File: config.mk
export PLATFORM = sky130hd
export DESIGN_NAME = lzfbd_ram
export DESIGN_NICKNAME = d
export VERILOG_FILES = /design/src/assert_macros.svh /design/src/lzfbd_ram.sv
export SDC_FILE = /design/constraint.sdc
export NUM_CORES = 2
export LEC_CHECK = 0
export BUFFER_PORTS_ARGS = -buffer_cell sky130_fd_sc_hd__buf_2
export CORE_AREA = 3 3 451 453
export CTS_CLUSTER_SIZE = 30
export DETAILED_ROUTE_END_ITERATION = 7
export DIE_AREA = 0 0 454 456
export GPL_ROUTABILITY_DRIVEN = 0
export GPL_TIMING_DRIVEN = 0
export SYNTH_ARGS = -nofsm -noshare
export SYNTH_HDL_FRONTEND = slang
export SYNTH_SLANG_ARGS = --single-unit
File: constraint.sdc
create_clock -name clk_i -period 3.05 [get_ports clk_i]
set_input_delay 0.305 -clock clk_i [delete_from_list [all_inputs] [get_ports clk_i]]
set_output_delay 0.305 -clock clk_i [all_outputs]
set_load 0.005 [all_outputs]
File: src/assert_macros.svh
`ifndef ASSERT_MACROS_SVH
`define ASSERT_MACROS_SVH

// Check cons in the same cycle as ante.
`define ASSERT_IMPLIES(name, clk, rst_n, ante, cons) \
  name: assert property (@(posedge clk) disable iff (!rst_n) (ante) |-> (cons)) \
    else $error("%m: check failed");

// Check cons in the cycle after ante.
`define ASSERT_NEXT(name, clk, rst_n, ante, cons) \
  name: assert property (@(posedge clk) disable iff (!rst_n) (ante) |=> (cons)) \
    else $error("%m: check failed");

`endif

File: src/lzfbd_ram.sv
module lzfbd_ram #(
  parameter int unsigned WIDTH = 8,
  parameter int unsigned DEPTH = 256
) (
  input  logic                     clk_i,
  input  logic                     we_i,
  input  logic [$clog2(DEPTH)-1:0] waddr_i,
  input  logic [WIDTH-1:0]         wdata_i,
  input  logic                     re_i,
  input  logic [$clog2(DEPTH)-1:0] raddr_i,
  output logic [WIDTH-1:0]         rdata_o
);

  logic [WIDTH-1:0] mem_q [DEPTH];

  always_ff @(posedge clk_i) begin
    if (we_i) begin
      mem_q[waddr_i] <= wdata_i;
    end
    if (re_i) begin
      rdata_o <= mem_q[raddr_i];
    end
  end

endmodule

-- Word level (Yosys, flattened, before mapping)
Memories as Yosys holds them, arrays and structs flattened. A register that Yosys moved wholly into a read port is not among the register bits.
Cells that the tools add are included.
- flip-flop bits (word level): 0
- input port bits: 27
- word-level logic and storage cells: 3
- output and inout port bits: 8
- memories: 1
- bits in writable memories: 2048
- muxes and demuxes: 2
- memory list (name ; words ; bits a word ; rd ports ; clocked after Yosys merged registers in ; wr ports ; RTL line ; RTL):
    mem_q ; 256 ; 8 ; 1 ; 1 ; 1 ; lzfbd_ram.sv:14 ; logic [WIDTH-1:0] mem_q [DEPTH];
- operators by type and width (kind ; number):
    1-bit two-way mux ; 2

-- Depth between registers and ports, before layout
- depth after elaboration: 2
- mapped depth: 11
- depth with buffers taken out: 6

-- Worst setup path after synthesis
No wires, ideal clock.
- path type: in2reg
- start point: input port raddr_i[0]
- end point: register rdata_o[2] (read register of mem_q), data pin
- buffers on the path: 4
- arrival time: 2112 ps
- slack: 669 ps
- cell stages on the path: 9
- cells stage by stage: buf_6 > buf_12 > buf_8 > buf_2 > mux4_2 > a22oi_1 > a21oi_1 > nor4_1 > nor4_2
- RTL lines (what ; RTL line ; RTL):
    from (decl) ; lzfbd_ram.sv:10 ; input logic [$clog2(DEPTH)-1:0] raddr_i,
    to (decl) ; lzfbd_ram.sv:11 ; output logic [WIDTH-1:0] rdata_o

==> metrics.txt <==
Die ar. slightly above 200000 sq um; Final HPWL DP 162 mm; crit path capture type flop; grt total ovfl 0; max incr delay on CP approximately 0.73 ns; H-tree depth 4; first-pass GRT wire length 335 mm; Crit Path Class in -> reg; mean routed wirelength per cell 36.0 microns; Distinct cells, synth 54; Max FO, Critical Path 10; Post-route DRC 1; ys flop type edfxtp_1; fin crit share 105%; GRT Overall Usage around a quarter; Power, Total about 0.06 W; relative slew slack between 7 and 8%; #FFs+latches synth 2056; setup ws final -0.157 ns; Slew Limit Fails 0; antenna violations before repair 17; Syn Area/Cell 21.3 sq um; Post-Synthesis Net Count about 3800; Top Family by Delay on Critical Path buffers and inverters; I/O Pins 35; DR iter-0 viols approximately 6200; fin nets approximately 4000; die height 456 microns; Mapped Cells approximately 3700; Power Dens Cells around 650 nW/um^2; Synth Warn # 0; cell taking the most area after synthesis edfxtp_1; Post-synth EDFFs between 2000 and 2500; pin count of the biggest net entering global routing around 160; Post-CTS Setup Bufs 0; final hold violations 0; detailed-route vias per instance just over 6; Max-Cap Viols 0; startpoint types input port; CTS buffer count 205; clk slew on worst S/H paths approximately 0.06 ns; Final setup viols around 100; layout cells sized above 1 a little under a quarter; vias in the first global route between 40000 and 50000; Async SR Flop Fraction 0%; CTS tree yes; die outline width 454 microns; area share of the largest cell type after synthesis a little under 80%; worst endpoint required time about 3.6 ns; Total Wirelength 245 mm; insertion delay to the later sink of the worst-skew pair 0.85 ns; Antenna Nets Post-Route 0; failing checks design-rule violations, negative setup slack; Port Buffer Count 27; core area ~200000 sq um; Mapped Area ~80000 sq um; register area share after synthesis around 78%; RSZ-0062 raised after global routing true; WP data arrival roughly 3.8 ns; vias around 42000; type of the worst min-delay path in -> reg; transition time of the tightest slew-check pin around 1.4 ns; CTS sink count 2056; Tmin final about 3.2 ns; Clock Skew about 0.034 ns; VDD IR max 0.000640 V; static leakage ~28 nW; FMAX approximately 310 MHz; CP bufs+invs 4; final hold slack approximately 0.029 ns; Area Overhead vs Synth 13.6%; drt first pass iters 8; Cell Chain, Critical Path buf_2 -> buf_4 -> buf_2 -> clkbuf_2 -> mux4_2 -> mux2i_1 -> o221ai_1 -> a211oi_1 -> nor4_1; Slowest-stage cell, CP a211oi_1; run status finished with violations; setup TNS -5.40 ns; CTS Buffer Depth 3; top post-synthesis cells by area edfxtp_1, mux4_2, mux2i_1, nor2_1, a22oi_1; Worst path most repeated cell buf_2; Initial Util 39.9%; root buf cell clkbuf_16; Final Util a little under half; site row count approximately 160
-- through the flow --
stage	std cells	setup WS, ns	area [sq um]
global placement	6416	-2.90	83100
finish	6809	-0.157	90500
CTS	6802	-0.00179	90400
floorplan	3733	0.669	79600
detailed placement	6432	-2.30	83600
global route	6805	-0.0446	90500
-- cell usage after synthesis, drive strengths merged (2+ instances only) --
master   count
edfxtp    2056
mux4       456
nor2       282
mux2i      134
a22oi      133
buf        122
clkbuf     111
a21oi       96
o221ai      47
nand3       34
nand2       33
nor2b       31
o22ai       28
nor4        27
nor3        22
a211oi      16
a221oi      14
o21ai       12
nand4       10
o211ai      10
a22o         8
nand2b       8
and2         6
a2111oi      5
o22a         5
o32ai        5
or2          4
a311oi       2
a31oi        2
and3b        2
nand3b       2
-- final timing paths --
| kind | start | end | slack (ns) | cells after the start |
|---|---|---|---|---|
| worst min-delay path | wdata_i[1] | mem_q[194][1]$_DFFE_PP_ | 0.03 | 1 |
| worst max-delay path | raddr_i[1] | rdata_o[3]$_DFFE_PP_ | -0.16 | 9 |
| worst max register to register | mem_q[211][5]$_DFFE_PP_ | rdata_o[5]$_DFFE_PP_ | 0.11 | 6 |
| worst min register to register | mem_q[147][1]$_DFFE_PP_ | rdata_o[1]$_DFFE_PP_ | 1.29 | 5 |
-- layout by cell type (no fill, tap or decap), types with 7 or more instances in the layout --
cell | Yosys | routed
o21ai_0 | 10 | 10
nand4_1 | 10 | 10
nor2_1 | 282 | 272
nand3_1 | 34 | 34
nand2_1 | 33 | 32
buf_2 | 31 | 51
clkinv_1 | 1 | 56
a211oi_1 | 16 | 15
buf_6 | 21 | 22
clkbuf_4 | 0 | 7
mux2i_1 | 134 | 134
buf_4 | 27 | 29
buf_1 | 22 | 10
diode_2 | 0 | 7
nand2b_1 | 8 | 8
buf_16 | 0 | 12
buf_12 | 8 | 8
bufinv_16 | 0 | 12
clkbuf_16 | 0 | 207
clkbuf_1 | 111 | 102
nor4_2 | 3 | 14
clkbuf_2 | 0 | 56
edfxtp_1 | 2056 | 2056
nor4_1 | 24 | 7
a22o_1 | 8 | 8
a21oi_1 | 96 | 92
a22oi_1 | 133 | 133
clkdlybuf4s15_2 | 0 | 8
buf_8 | 13 | 22
mux4_2 | 454 | 454
a221oi_1 | 13 | 9
nor2_2 | 0 | 10
clkinv_2 | 0 | 24
o221ai_1 | 46 | 46
o22ai_1 | 28 | 28
nor2b_1 | 31 | 30
o211ai_1 | 10 | 10
nor3_1 | 22 | 17
-- kinds of logic (layout without fill, tap and decap cells) --
kind of cell	Yosys count	in the layout	synth area share, %
DFF	2056	2056	77.5
muxes	591	591	14.6
and+or+nand+nor	466	466	2.63
AOI/OAI and AO/OA	385	385	3.42
buffers and inverters	235	648	1.83
other	0	7	0
-- cell type report --
cell class	count	area [sq um]
Antenna cell	7	17.5
Buffer	231	1620
Clock buffer	261	5380
Clock inverter	105	968
Fill cell	16749	109000
Inverter	2	7.51
Multi-Input combinational cell	1442	16800
Sequential cell	2056	61700
Tap cell	2656	3320
Timing Repair Buffer	49	636
-- flip-flops by register name, summed over array words and instances (netlist names) --
signal	cells
rdata_o	8
mem_q	2048
-- report_power, final --
group          leakage (nW)  internal, W  switching, W
Sequential             18.5       0.0312     0.0000299
Combinational          6.10      0.00105       0.00237
Clock                  3.08       0.0135        0.0108
-- worst reg2reg max path: cells and delay by family (launching register included) --
family             cells  cell delay [ns]
muxes                  1             0.48
DFF                    1             0.37
AOI/OAI and AO/OA      3             1.26
and+or+nand+nor        2             0.55
-- routing by layer --
| metal | global-route usage (%) | wire [microns] | vias up | share of wire (%) |
|---|---|---|---|---|
| met5 | 0 | 23 | - | 0.0094 |
| met4 | 9.94 | 11600 | 4 | 4.7 |
| met3 | 5.60 | 26500 | 470 | 11 |
| met2 | 36.2 | 115000 | 2560 | 47 |
| met1 | 32.1 | 92600 | 22426 | 38 |
| li1 | - | - | 16229 | - |
-- repair_timing --
action                                 CTS  global route
setup endpoints to repair                8            59
hold buffers                             6             0
gates resized for setup                105            42
endpoints found under the hold margin  169             0
cloned                                   0             0
pin swaps                                1             1
Note: power is estimated with default switching activity, not from simulation.
